[src/hdl/gmig_pkg.sv]
`timescale 1ns / 1ps

package gmig_pkg;

  // Widths fixed by the register map and the word layout.
  localparam int SIDE_W   = 9;    // grid_width / grid_height registers
  localparam int CELL_W   = 8;    // cell column and row counters
  localparam int VC_W     = 10;   // vertex row length, side + 1
  localparam int VTX_W    = 17;   // vertex index
  localparam int VAR_W    = 2;    // tile_variant register
  localparam int IDX_W    = 2;    // configuration register index
  localparam int IN_TDATA_W  = 8;
  localparam int OUT_TDATA_W = 56;

  localparam int MAX_SIDE_DEFAULT = 256;
  localparam int QUEUE_DEPTH      = 2;   // power of two

  // Configuration register indexes.
  localparam logic [IDX_W-1:0] REG_GRID_WIDTH   = 2'd0;
  localparam logic [IDX_W-1:0] REG_GRID_HEIGHT  = 2'd1;
  localparam logic [IDX_W-1:0] REG_TILE_VARIANT = 2'd2;

  // Stitching modes. The unused code acts as the edge mode.
  localparam logic [VAR_W-1:0] VARIANT_NORMAL = 2'd0;
  localparam logic [VAR_W-1:0] VARIANT_EDGE   = 2'd1;
  localparam logic [VAR_W-1:0] VARIANT_CORNER = 2'd2;

  localparam logic [SIDE_W-1:0] SIDE_RESET = 9'd2;

  typedef struct packed {
    logic [SIDE_W-1:0] grid_width;
    logic [SIDE_W-1:0] grid_height;
    logic [VAR_W-1:0]  tile_variant;
  } cfg_t;

  // One cell, as handed from the front to the back.
  typedef struct packed {
    logic [VTX_W-1:0] base;        // top-left vertex of the cell
    logic [VC_W-1:0]  row_len;     // vertices per grid row
    logic             left_merge;
    logic             top_merge;
    logic             last_cell;
  } cmd_t;

  // Triangle slots of a cell fan, named by the two outer corners.
  typedef enum logic [2:0] {
    S_GD = 3'd0,
    S_DA = 3'd1,
    S_AB = 3'd2,
    S_BC = 3'd3,
    S_CF = 3'd4,
    S_FI = 3'd5,
    S_IH = 3'd6,
    S_HG = 3'd7
  } slot_t;

endpackage

[src/hdl/grid_mesh_index_generator.sv]
`timescale 1ns / 1ps

// Channel  Direction  Contents (lowest bit first)
// in       slave      tdata[0] restart, rest zero
// out      master     tdata: vertex_first, vertex_second, vertex_third (17 bits each);
//                     tlast last_in_cell; tuser last_in_grid
// cfg      write      cfg_index 0 grid_width, 1 grid_height, 2 tile_variant
//
// Each input word yields the six to eight triangles of one cell, one output word per
// cycle while the output is not stalled. Words are accepted back to back while
// the cell queue has room.
// Reset is synchronous and active low; it clears the walk position, the queue and the
// output valid, and loads the registers with a 2 by 2 normal grid.
// A stall on the output holds the back end; the front keeps accepting until the queue
// fills.

module grid_mesh_index_generator
  import gmig_pkg::*;
#(
  parameter int MAX_SIDE = MAX_SIDE_DEFAULT
) (
  input  logic                   clk,
  input  logic                   rst_n,
  input  logic                   in_tvalid,
  output logic                   in_tready,
  input  logic [IN_TDATA_W-1:0]  in_tdata,    // [0] restart
  output logic                   out_tvalid,
  input  logic                   out_tready,
  output logic [OUT_TDATA_W-1:0] out_tdata,   // [16:0] first, [33:17] second, [50:34] third
  output logic                   out_tlast,
  output logic                   out_tuser,   // [0] last_in_grid
  input  logic                   cfg_wr_en,
  input  logic [IDX_W-1:0]       cfg_index,
  input  logic [SIDE_W-1:0]      cfg_wdata
);

  cfg_t cfg_r, cfg_nxt;
  cmd_t front_cmd, head_cmd;
  logic queue_full, head_valid, pop, take;

  // Register file; writes to the unused index are dropped.
  always_comb begin
    cfg_nxt = cfg_r;
    if (cfg_wr_en) begin
      unique case (cfg_index)
        REG_GRID_WIDTH:   cfg_nxt.grid_width   = cfg_wdata;
        REG_GRID_HEIGHT:  cfg_nxt.grid_height  = cfg_wdata;
        REG_TILE_VARIANT: cfg_nxt.tile_variant = cfg_wdata[VAR_W-1:0];
        default:          cfg_nxt = cfg_r;
      endcase
    end
  end

  always_ff @(posedge clk) begin
    if (!rst_n) begin
      cfg_r.grid_width   <= SIDE_RESET;
      cfg_r.grid_height  <= SIDE_RESET;
      cfg_r.tile_variant <= VARIANT_NORMAL;
    end else begin
      cfg_r <= cfg_nxt;
    end
  end

  assign in_tready = !queue_full;
  assign take      = in_tvalid && !queue_full;

  // The front tracks the walk position and turns each word into a cell command.
  gmig_front #(
    .MAX_SIDE(MAX_SIDE)
  ) u_front (
    .clk    (clk),
    .rst_n  (rst_n),
    .cfg    (cfg_r),
    .take   (take),
    .restart(in_tdata[0]),
    .cmd    (front_cmd)
  );

  gmig_queue u_queue (
    .clk       (clk),
    .rst_n     (rst_n),
    .push      (take),
    .push_cmd  (front_cmd),
    .full      (queue_full),
    .pop       (pop),
    .head_valid(head_valid),
    .head_cmd  (head_cmd)
  );

  // The back walks one cell's fan into the output register, a triangle per unstalled cycle.
  gmig_back u_back (
    .clk       (clk),
    .rst_n     (rst_n),
    .head_valid(head_valid),
    .head_cmd  (head_cmd),
    .pop       (pop),
    .out_tvalid(out_tvalid),
    .out_tready(out_tready),
    .out_tdata (out_tdata),
    .out_tlast (out_tlast),
    .out_tuser (out_tuser)
  );

endmodule

[src/hdl/gmig_front.sv]
`timescale 1ns / 1ps

module gmig_front
  import gmig_pkg::*;
#(
  parameter int MAX_SIDE = MAX_SIDE_DEFAULT
) (
  input  logic clk,
  input  logic rst_n,
  input  cfg_t cfg,
  input  logic take,      // a word is accepted this cycle
  input  logic restart,
  output cmd_t cmd
);

  localparam int MAX_W = $clog2(MAX_SIDE + 1);
  localparam int CMP_W = (MAX_W > SIDE_W) ? MAX_W : SIDE_W;
  localparam logic [CMP_W-1:0] MAX_V = CMP_W'(MAX_SIDE);

  function automatic logic [SIDE_W-1:0] eff_side(input logic [SIDE_W-1:0] v);
    logic [SIDE_W-1:0] c;
    c = (v < SIDE_RESET) ? SIDE_RESET : v;
    if (CMP_W'(c) > MAX_V) begin
      c = SIDE_W'(MAX_V);
    end
    return {c[SIDE_W-1:1], 1'b0};
  endfunction

  logic [CELL_W-1:0] col_r, col_nxt;
  logic [CELL_W-1:0] row_r, row_nxt;

  logic [SIDE_W-1:0] w_eff, h_eff;
  logic [CELL_W-1:0] cols, rows;
  logic [CELL_W-1:0] col_use, row_use;
  logic [SIDE_W-1:0] x, y;
  logic [SIDE_W-1:0] col_inc, row_inc;
  logic [VC_W-1:0]   vc;
  logic [SIDE_W+VC_W-1:0] prod;
  logic              col_end, last_cell;

  assign w_eff = eff_side(cfg.grid_width);
  assign h_eff = eff_side(cfg.grid_height);
  assign cols  = w_eff[SIDE_W-1:1];
  assign rows  = h_eff[SIDE_W-1:1];

  always_comb begin
    if (restart || (col_r >= cols) || (row_r >= rows)) begin
      col_use = '0;
      row_use = '0;
    end else begin
      col_use = col_r;
      row_use = row_r;
    end
  end

  assign x       = {col_use, 1'b0};
  assign y       = {row_use, 1'b0};
  assign vc      = VC_W'(w_eff) + VC_W'(1);
  assign prod    = (SIDE_W+VC_W)'(y) * (SIDE_W+VC_W)'(vc);
  assign col_inc = SIDE_W'(col_use) + SIDE_W'(1);
  assign row_inc = SIDE_W'(row_use) + SIDE_W'(1);
  assign col_end = (col_inc >= SIDE_W'(cols));
  assign last_cell = (col_inc == SIDE_W'(cols)) && (row_inc == SIDE_W'(rows));

  always_comb begin
    cmd.base       = VTX_W'(prod) + VTX_W'(x);
    cmd.row_len    = vc;
    cmd.left_merge = (col_use == '0) && (cfg.tile_variant != VARIANT_NORMAL);
    cmd.top_merge  = (row_use == '0) && (cfg.tile_variant == VARIANT_CORNER);
    cmd.last_cell  = last_cell;
  end

  always_comb begin
    col_nxt = col_r;
    row_nxt = row_r;
    if (take) begin
      priority if (last_cell) begin
        col_nxt = '0;
        row_nxt = '0;
      end else if (col_end) begin
        col_nxt = '0;
        row_nxt = row_inc[CELL_W-1:0];
      end else begin
        col_nxt = col_inc[CELL_W-1:0];
        row_nxt = row_use;
      end
    end
  end

  always_ff @(posedge clk) begin
    if (!rst_n) begin
      col_r <= '0;
      row_r <= '0;
    end else begin
      col_r <= col_nxt;
      row_r <= row_nxt;
    end
  end

endmodule

[src/hdl/gmig_queue.sv]
`timescale 1ns / 1ps

module gmig_queue
  import gmig_pkg::*;
(
  input  logic clk,
  input  logic rst_n,
  input  logic push,
  input  cmd_t push_cmd,
  output logic full,
  input  logic pop,
  output logic head_valid,
  output cmd_t head_cmd
);

  localparam int PTR_W = (QUEUE_DEPTH > 1) ? $clog2(QUEUE_DEPTH) : 1;
  localparam int CNT_W = $clog2(QUEUE_DEPTH + 1);

  cmd_t             slots_r [QUEUE_DEPTH];
  logic [PTR_W-1:0] wr_ptr_r, wr_ptr_nxt;
  logic [PTR_W-1:0] rd_ptr_r, rd_ptr_nxt;
  logic [CNT_W-1:0] count_r, count_nxt;

  assign full       = (count_r == CNT_W'(QUEUE_DEPTH));
  assign head_valid = (count_r != '0);
  assign head_cmd   = slots_r[rd_ptr_r];

  always_comb begin
    wr_ptr_nxt = push ? wr_ptr_r + PTR_W'(1) : wr_ptr_r;
    rd_ptr_nxt = pop  ? rd_ptr_r + PTR_W'(1) : rd_ptr_r;
    count_nxt  = count_r + CNT_W'(push) - CNT_W'(pop);
  end

  always_ff @(posedge clk) begin
    if (push) begin
      slots_r[wr_ptr_r] <= push_cmd;
    end
  end

  always_ff @(posedge clk) begin
    if (!rst_n) begin
      wr_ptr_r <= '0;
      rd_ptr_r <= '0;
      count_r  <= '0;
    end else begin
      wr_ptr_r <= wr_ptr_nxt;
      rd_ptr_r <= rd_ptr_nxt;
      count_r  <= count_nxt;
    end
  end

endmodule

[src/hdl/gmig_back.sv]
`timescale 1ns / 1ps

module gmig_back
  import gmig_pkg::*;
(
  input  logic                   clk,
  input  logic                   rst_n,
  input  logic                   head_valid,
  input  cmd_t                   head_cmd,
  output logic                   pop,
  output logic                   out_tvalid,
  input  logic                   out_tready,
  output logic [OUT_TDATA_W-1:0] out_tdata,
  output logic                   out_tlast,
  output logic                   out_tuser
);

  // Working copy of the cell being emitted.
  logic [VTX_W-1:0] a_r, d_r, e_r, g_r;
  logic             lm_r, tm_r, lastg_r;
  logic             busy_r, busy_nxt;
  slot_t            slot_r, slot_nxt;

  logic             ov_r, ov_nxt;
  logic [VTX_W-1:0] first_r, second_r, third_r;
  logic             tlast_r, tuser_r;

  logic             adv, emit, final_slot;
  logic [VTX_W-1:0] p, q;
  slot_t            slot_step;

  assign adv        = !ov_r || out_tready;
  assign emit       = busy_r && adv;
  assign final_slot = (slot_r == S_HG);
  assign pop        = head_valid && (!busy_r || (emit && final_slot));

  // Outer corners of the current triangle and the slot that follows it.
  always_comb begin
    unique case (slot_r)
      S_GD: begin
        p = g_r;
        q = lm_r ? a_r : d_r;
        slot_step = lm_r ? S_AB : S_DA;
      end
      S_DA: begin
        p = d_r;
        q = a_r;
        slot_step = S_AB;
      end
      S_AB: begin
        p = a_r;
        q = tm_r ? a_r + VTX_W'(2) : a_r + VTX_W'(1);
        slot_step = tm_r ? S_CF : S_BC;
      end
      S_BC: begin
        p = a_r + VTX_W'(1);
        q = a_r + VTX_W'(2);
        slot_step = S_CF;
      end
      S_CF: begin
        p = a_r + VTX_W'(2);
        q = d_r + VTX_W'(2);
        slot_step = S_FI;
      end
      S_FI: begin
        p = d_r + VTX_W'(2);
        q = g_r + VTX_W'(2);
        slot_step = S_IH;
      end
      S_IH: begin
        p = g_r + VTX_W'(2);
        q = g_r + VTX_W'(1);
        slot_step = S_HG;
      end
      S_HG: begin
        p = g_r + VTX_W'(1);
        q = g_r;
        slot_step = S_GD;
      end
      default: begin
        p = g_r;
        q = d_r;
        slot_step = S_GD;
      end
    endcase
  end

  always_comb begin
    busy_nxt = busy_r;
    slot_nxt = slot_r;
    if (pop) begin
      busy_nxt = 1'b1;
      slot_nxt = S_GD;
    end else if (emit) begin
      slot_nxt = slot_step;
      if (final_slot) begin
        busy_nxt = 1'b0;
      end
    end
  end

  always_comb begin
    if (emit) begin
      ov_nxt = 1'b1;
    end else if (out_tready) begin
      ov_nxt = 1'b0;
    end else begin
      ov_nxt = ov_r;
    end
  end

  always_ff @(posedge clk) begin
    if (!rst_n) begin
      busy_r <= 1'b0;
      slot_r <= S_GD;
      ov_r   <= 1'b0;
    end else begin
      busy_r <= busy_nxt;
      slot_r <= slot_nxt;
      ov_r   <= ov_nxt;
    end
  end

  always_ff @(posedge clk) begin
    if (pop) begin
      a_r     <= head_cmd.base;
      d_r     <= head_cmd.base + VTX_W'(head_cmd.row_len);
      e_r     <= head_cmd.base + VTX_W'(head_cmd.row_len) + VTX_W'(1);
      g_r     <= head_cmd.base + VTX_W'({head_cmd.row_len, 1'b0});
      lm_r    <= head_cmd.left_merge;
      tm_r    <= head_cmd.top_merge;
      lastg_r <= head_cmd.last_cell;
    end
    if (emit) begin
      first_r  <= e_r;
      second_r <= q;
      third_r  <= p;
      tlast_r  <= final_slot;
      tuser_r  <= final_slot && lastg_r;
    end
  end

  assign out_tvalid = ov_r;
  assign out_tdata  = {(OUT_TDATA_W - 3*VTX_W)'(0), third_r, second_r, first_r};
  assign out_tlast  = tlast_r;
  assign out_tuser  = tuser_r;

endmodule

[config.mk]
export PLATFORM = sky130hd
export DESIGN_NAME = grid_mesh_index_generator
export DESIGN_NICKNAME = d
export VERILOG_FILES = /design/src/hdl/gmig_pkg.sv /design/src/hdl/grid_mesh_index_generator.sv /design/src/hdl/gmig_front.sv /design/src/hdl/gmig_queue.sv /design/src/hdl/gmig_back.sv
export SDC_FILE = /design/constraint.sdc
export NUM_CORES = 1
export LEC_CHECK = 0
export ABC_AREA = 0
export BUFFER_PORTS_ARGS = -buffer_cell sky130_fd_sc_hd__clkbuf_2
export CAP_MARGIN = 10
export CORE_MARGIN = 2
export CORE_UTILIZATION = 49
export CTS_BUF_LIST = sky130_fd_sc_hd__clkbuf_4
export DETAILED_ROUTE_END_ITERATION = 12
export PLACE_DENSITY = 0.7
export SETUP_SLACK_MARGIN = 0.4
export SLEW_MARGIN = 20
export SYNTH_ARGS = -nofsm -noshare
export SYNTH_HDL_FRONTEND = slang
export SYNTH_HIERARCHICAL = 1
export SYNTH_SLANG_ARGS = --single-unit
[constraint.sdc]
create_clock -name clk -period 7.6 [get_ports clk]
set_clock_uncertainty 0.15 [all_clocks]
set_input_delay 0 -clock clk [delete_from_list [all_inputs] [get_ports clk]]
set_output_delay 0 -clock clk [all_outputs]
set_load 0.02 [all_outputs]
==> metrics.txt, run 1 <==
status finished clean; Hold/Removal Path Class input pin to register; Max-Cap Viols 0; Final Routed Wirelength roughly 50000 um; core area around 34000 um^2; Clk pwr share 17.9%; clk buf depth 3; Area Overhead vs Synth 13.4%; CP max-delay cell fa_1; Cells after Synth 1797; total gr overflow 0; non-filler cells, final 2428; Pins Over Slew Limit 0; Achievable Freq 0.144 GHz; via/cell ratio a little under 6; root buf cell clkbuf_4; setup violators final 0; post-route met1 wirelength 19100 um; CP Capture Type register; Top Layer Used met4; critical path launch point type register; metal2 WL 24500 um; dpl hpwl roughly 36000 um; Hold Path End u_back/out_tvalid; Row Count slightly below 70; GPL Wtd Cong roughly 0.98; H-Tree Depth 2; relative slew slack about 29%; Final Hold Viols 0; largest net degree at the start of global routing 74; Worst Path Required between 7000 and 8000 ps; RSZ-0062 raised after global routing false; reg2reg path depth 27; min-delay src rst_n; Routed Antenna Nets 0; initial antenna violation count 1; switching fraction of total power between 40% and 50%; Design Power between 5 and 6 mW; Reg2Reg Setup Slack 650 ps; first-pass GRT wire length between 70000 and 80000 um; cts bufs inserted between 50 and 60; WL per Instance around 20 um; initial drt markers about 1300; via count between 10000 and 15000; Die H approximately 190 um; crit path DAT about 7200 ps; Power Internal roughly 3.3 mW; CP Buf/Inv Count 5; clock transition at the registers of the reported paths 60 ps; die width between 150 and 200 um; Crit Path Category register to register; FF-to-FF Start cfg_r[18]; capturing point of the worst reg2reg path u_queue/slots_r[0][29]; Post-Place Cells roughly 2300; drt drc 0; leakage 7.70 nW; Net Sw Power roughly 2.4 mW; Final #Nets ~2100; IO buf count 71; crit share post-route around 91%; combinational share of power a little over two fifths; sequential group share of total power 39.3%; delay-heaviest family, CP adder cells; CTS tree done; Hold Crit Depth 4; Die Footprint between 30000 and 40000 um^2; worst-path fanout max 15; slowest stage delay, CP ~550 ps; total track usage between 20 and 30%; Mapped Avg Cell Area 9.46 um^2; most numerous cell on the critical path fa_1; Sink Count 227; crit path time final around 6900 ps; Pre-Repair DR Iteration Count 6; Ys Warns 6; Worst-Margin Slew approximately 1100 ps; vias in the first global route ~14000; IR drop worst, VDD roughly 0.16 mV; TNS Setup 0 ps; pwr dens about 300 nW/um^2; DR WL met3 3090 um; Mapped Area roughly 17000 um^2; share of layout cells above drive strength 1 between 15 and 20%; IO Pins 84; Initial Util between 40% and 50%; Fillers between 3000 and 4000; clock network latency to the later pin of the worst-skew pair roughly 800 ps
## per-stage QoR
step / hold slack [ps] / setup slack [ps] / instance area, um^2 / utilization (%)
2_1_floorplan: -32.5 / 417 / 17000 / -
3_3_place_gp: 99.0 / 413 / 17800 / 51.9
3_5_place_dp: 99.8 / 360 / 17800 / 51.9
4_1_cts: 115 / 406 / 19000 / 55.3
5_1_grt: 181 / 343 / 19300 / 56.1
6_report: 168 / 652 / 19300 / 56.1
## worst reg2reg max path, cell delays in order, from the launching register on
cell	delay [ps]
dfxtp_1	310
or4_4	530
nor3_2	150
o21ai_2	80
inv_1	90
ha_1	240
nor3b_2	190
o21ai_2	100
a221oi_4	330
buf_6	180
buf_12	150
nand2_8	90
nor2_2	130
fa_1	440
fa_1	520
fa_1	550
inv_1	60
fa_1	520
inv_1	40
ha_1	330
o21a_2	170
a2111oi_4	330
nor3_2	100
a21oi_2	210
a21oi_1	100
xnor2_1	280
nor3b_2	90
xnor2_1	140
## cell type report
class,instances,area [um^2],area share (%)
Clock buffer,88,661,3.43
Timing Repair Buffer,163,1190,6.17
Multi-Input combinational cell,1352,9910,51.4
Antenna cell,1,2.50,0.0130
Inverter,120,455,2.36
Clock inverter,22,100,0.519
Sequential cell,227,6380,33.1
Tap cell,455,569,2.95
## timing repair
item / in CTS / in global routing
setup buffers: 2 / 4
pin swaps: 3 / 18
gates resized for setup: 2 / 49
hold endpoints to repair: 46 / 0
endpoints found under the setup margin: 6 / 16
hold buffers: 42 / 0
gates cloned: 0 / 1
## power groups by stage
stage	combinational [mW]	clock (mW)	sequential [mW]
floorplan	1.77	0	2.17
global placement	2.36	0	2.28
detailed placement	2.40	0	2.28
CTS	2.43	1.07	2.26
global route	2.68	1.14	2.31
finish	2.48	1.04	2.27
## worst max-delay path by stage
stage          startpoint                     end  slack, ps  cells after the start
2_1_floorplan   cfg_r[18]  u_queue/slots_r[0][29]        420                     29
3_3_place_gp    cfg_r[18]  u_queue/slots_r[1][29]        410                     27
3_5_place_dp    cfg_r[18]  u_queue/slots_r[0][29]        360                     27
4_1_cts         cfg_r[18]  u_queue/slots_r[0][29]        410                     28
5_1_grt         cfg_r[18]  u_queue/slots_r[0][28]        340                     27
6_report        cfg_r[18]  u_queue/slots_r[0][29]        650                     27
## layer usage
| metal | vias up | track usage (%) |
|---|---|---|
| li1 | 6750 | - |
| met4 | 0 | 15.7 |
| met1 | 6869 | 31.8 |
| met2 | 636 | 47.7 |
| met3 | 172 | 4.12 |
| met5 | - | 0 |
## cell usage in the layout (no fill, tap or decap), drive strengths merged, types with 48 or more instances in the layout
| master | count |
|---|---|
| nand2 | 169 |
| inv | 117 |
| edfxtp | 183 |
| o21ai | 82 |
| nor3 | 48 |
| clkbuf | 160 |
| a21oi | 76 |
| nand3 | 73 |
| ha | 99 |
| buf | 49 |
| xnor2 | 93 |
| nor2 | 175 |
## state kept, by name, summed over array words and instances (netlist names), 17 cells and up, named ones only
| signal | cells |
|---|---|
| cfg_r | 18 |
| u_back/a_r | 17 |
| u_back/d_r | 17 |
| u_back/e_r | 17 |
| u_back/first_r | 17 |
| u_back/second_r | 17 |
| u_back/third_r | 17 |
| u_queue/slots_r | 60 |
(Power assumes the default switching activity.)
==> run 2, diff against run 1 <==
Settings changed: MAX_ROUTING_LAYER set to met4, SLEW_MARGIN 20 to 10.
==> metrics.txt, run 2 (synthesis gave the netlist of run 1 again) <==
initial drt markers 1142 (-11%); TNS Setup 0 ps (unchanged); root buf cell clkbuf_4; Final Hold Viols 0 (unchanged); crit path DAT 7310 ps (+70 ps); vias in the first global route 14194 (+0.063%); clock network latency to the later pin of the worst-skew pair 790 ps (about the same); CTS tree done; pre-CTS setup slack 406 ps (+45.9 ps); core area 34400 um^2 (unchanged); WL per Instance 20.5 um (+0.56%); IO buf count 71 (unchanged); Hold/Removal Path Class input pin to register; Initial Util 49.5% (unchanged); Max-Cap Viols 0 (unchanged); Pre-Repair DR Iteration Count 6 (unchanged); Design Power 5.76 mW (-0.54%); cts bufs inserted 57 (-1.7%); die width 190 um (unchanged); via count 14416 (-0.076%); GPL Wtd Cong 0.984 (about the same); number of flip-flops in the largest register 60 (unchanged); Worst-Margin Slew 1100 ps (+32.7 ps); share of layout cells above drive strength 1 16.4% (+0.024 points); slowest stage delay, CP 550 ps (about the same); Final Routed Wirelength 49700 um (+0.31%); Crit Path Category register to register; CP Capture Type register; IO Pins 84 (unchanged); status finished clean; clk buf depth 3 (unchanged); sequential cell area 6380 um^2 (unchanged); RSZ-0062 raised after global routing false; Reg with most FFs u_queue/slots_r; clock transition at the registers of the reported paths 70 ps (about the same); most common cell after layout, fill and taps aside edfxtp_1; Die H 190 um (unchanged); drt drc 0 (unchanged); Fillers 3082 (+0.20%); largest net degree at the start of global routing 74 (unchanged); crit share post-route 91.4% (about the same); Die Footprint 36200 um^2 (unchanged); Sink Count 227 (unchanged); via/cell ratio 5.95 (+0.17%); Row Count 68 (unchanged); CP max-delay cell or4_4; Multi-input gate area 9920 um^2 (about the same); critical path launch point type register; first-pass GRT wire length 76700 um (about the same); commonest non-fill, non-tap cells in the layout edfxtp_1, nand2_1, nor2_1, inv_1, ha_1; leakage 7.68 nW (-0.34%); pwr dens 300 nW/um^2 (-0.21%); Achievable Freq 0.144 GHz (about the same); dpl hpwl 36400 um (+1.8%); Worst Path Required 7970 ps (+80 ps); Routed Antenna Nets 0 (unchanged); worst-path fanout max 8 (-7); crit path time final 6950 ps (+0.355 ps); Largest regs u_queue/slots_r (60), cfg_r (18); Final #Nets 2088 (-0.048%); setup slack after layout 652 ps (-0.355 ps); Area Overhead vs Synth 13.0%; setup violators final 0 (unchanged); H-Tree Depth 2 (unchanged); total track usage 28.3% (+1.1 points); relative slew slack 26.6% (-2.2 points); initial antenna violation count 3 (+2); Pins Over Slew Limit 0 (unchanged); IR drop worst, VDD 0.151 mV (-3.5%); total gr overflow 0 (unchanged)
run 2: final timing paths:
check / endpoint / cells after the start / start / slack [ps]
hold / removal: u_queue/slots_r[0][2] / 7 / in_tdata[0] / 40
hold reg to reg: u_back/first_r[16] / 0 / u_back/e_r[16] / 260
setup reg to reg: u_queue/slots_r[1][26] / 28 / cfg_r[18] / 650
setup / recovery: u_queue/slots_r[1][26] / 28 / cfg_r[18] / 650
run 2: metrics by stage:
step                area (um^2)  util, %  hold WS, ps  cells
finish                    19200     55.9         35.9   2422
detailed placement        17800     51.8          109   2269
floorplan                 17000        -        -32.5   1802
global route              19200     55.9         41.1   2422
CTS                       18900     55.1         11.2   2409
global placement          17800     51.8         96.9   2269
run 2: routing by layer:
layer | vias to the layer above | global-route usage (%) | share of wire (%)
met1 | 6839 | 31.9 | 38
met2 | 638 | 47.4 | 49
met5 | - | - | 0
li1 | 6740 | - | -
met3 | 199 | 4.25 | 6.1
met4 | 0 | 17.7 | 6.6
run 2: timing repair:
action / in CTS / in global routing
hold buffers: 38 / 0
pin swaps: 1 / 20
endpoints found under the hold margin: 52 / 0
setup endpoints to repair: 2 / 16
buffers inserted: 1 / 9
cloned: 0 / 0
resized for setup: 1 / 46
run 2: critical path, delay by kind of cell, from the launching register on:
kind	cells	cell delay (ps)
buffers and inverters	7	850
AOI/OAI and AO/OA	6	1310
DFF	1	330
xor gates and xnor gates	1	150
and+or+nand+nor	8	1620
adders and majority gates	6	2250
run 2: final cells by class:
type / instances / area share, %
repair buffers: 163 / 6.03
flip-flops and latches: 227 / 33.2
multi-input cells: 1352 / 51.6
clock buffers: 89 / 3.48
clock inverters: 12 / 0.267
diodes: 4 / 0.0521
well taps: 455 / 2.96
inverters: 120 / 2.36
run 2: power breakdown:
group          switching, mW  internal [mW]  total, mW  leakage [nW]
clock network          0.487          0.527       1.01         0.432
logic                   1.56          0.913       2.47          5.13
registers              0.385           1.89       2.27          2.12
total                   2.43           3.33       5.76          7.68
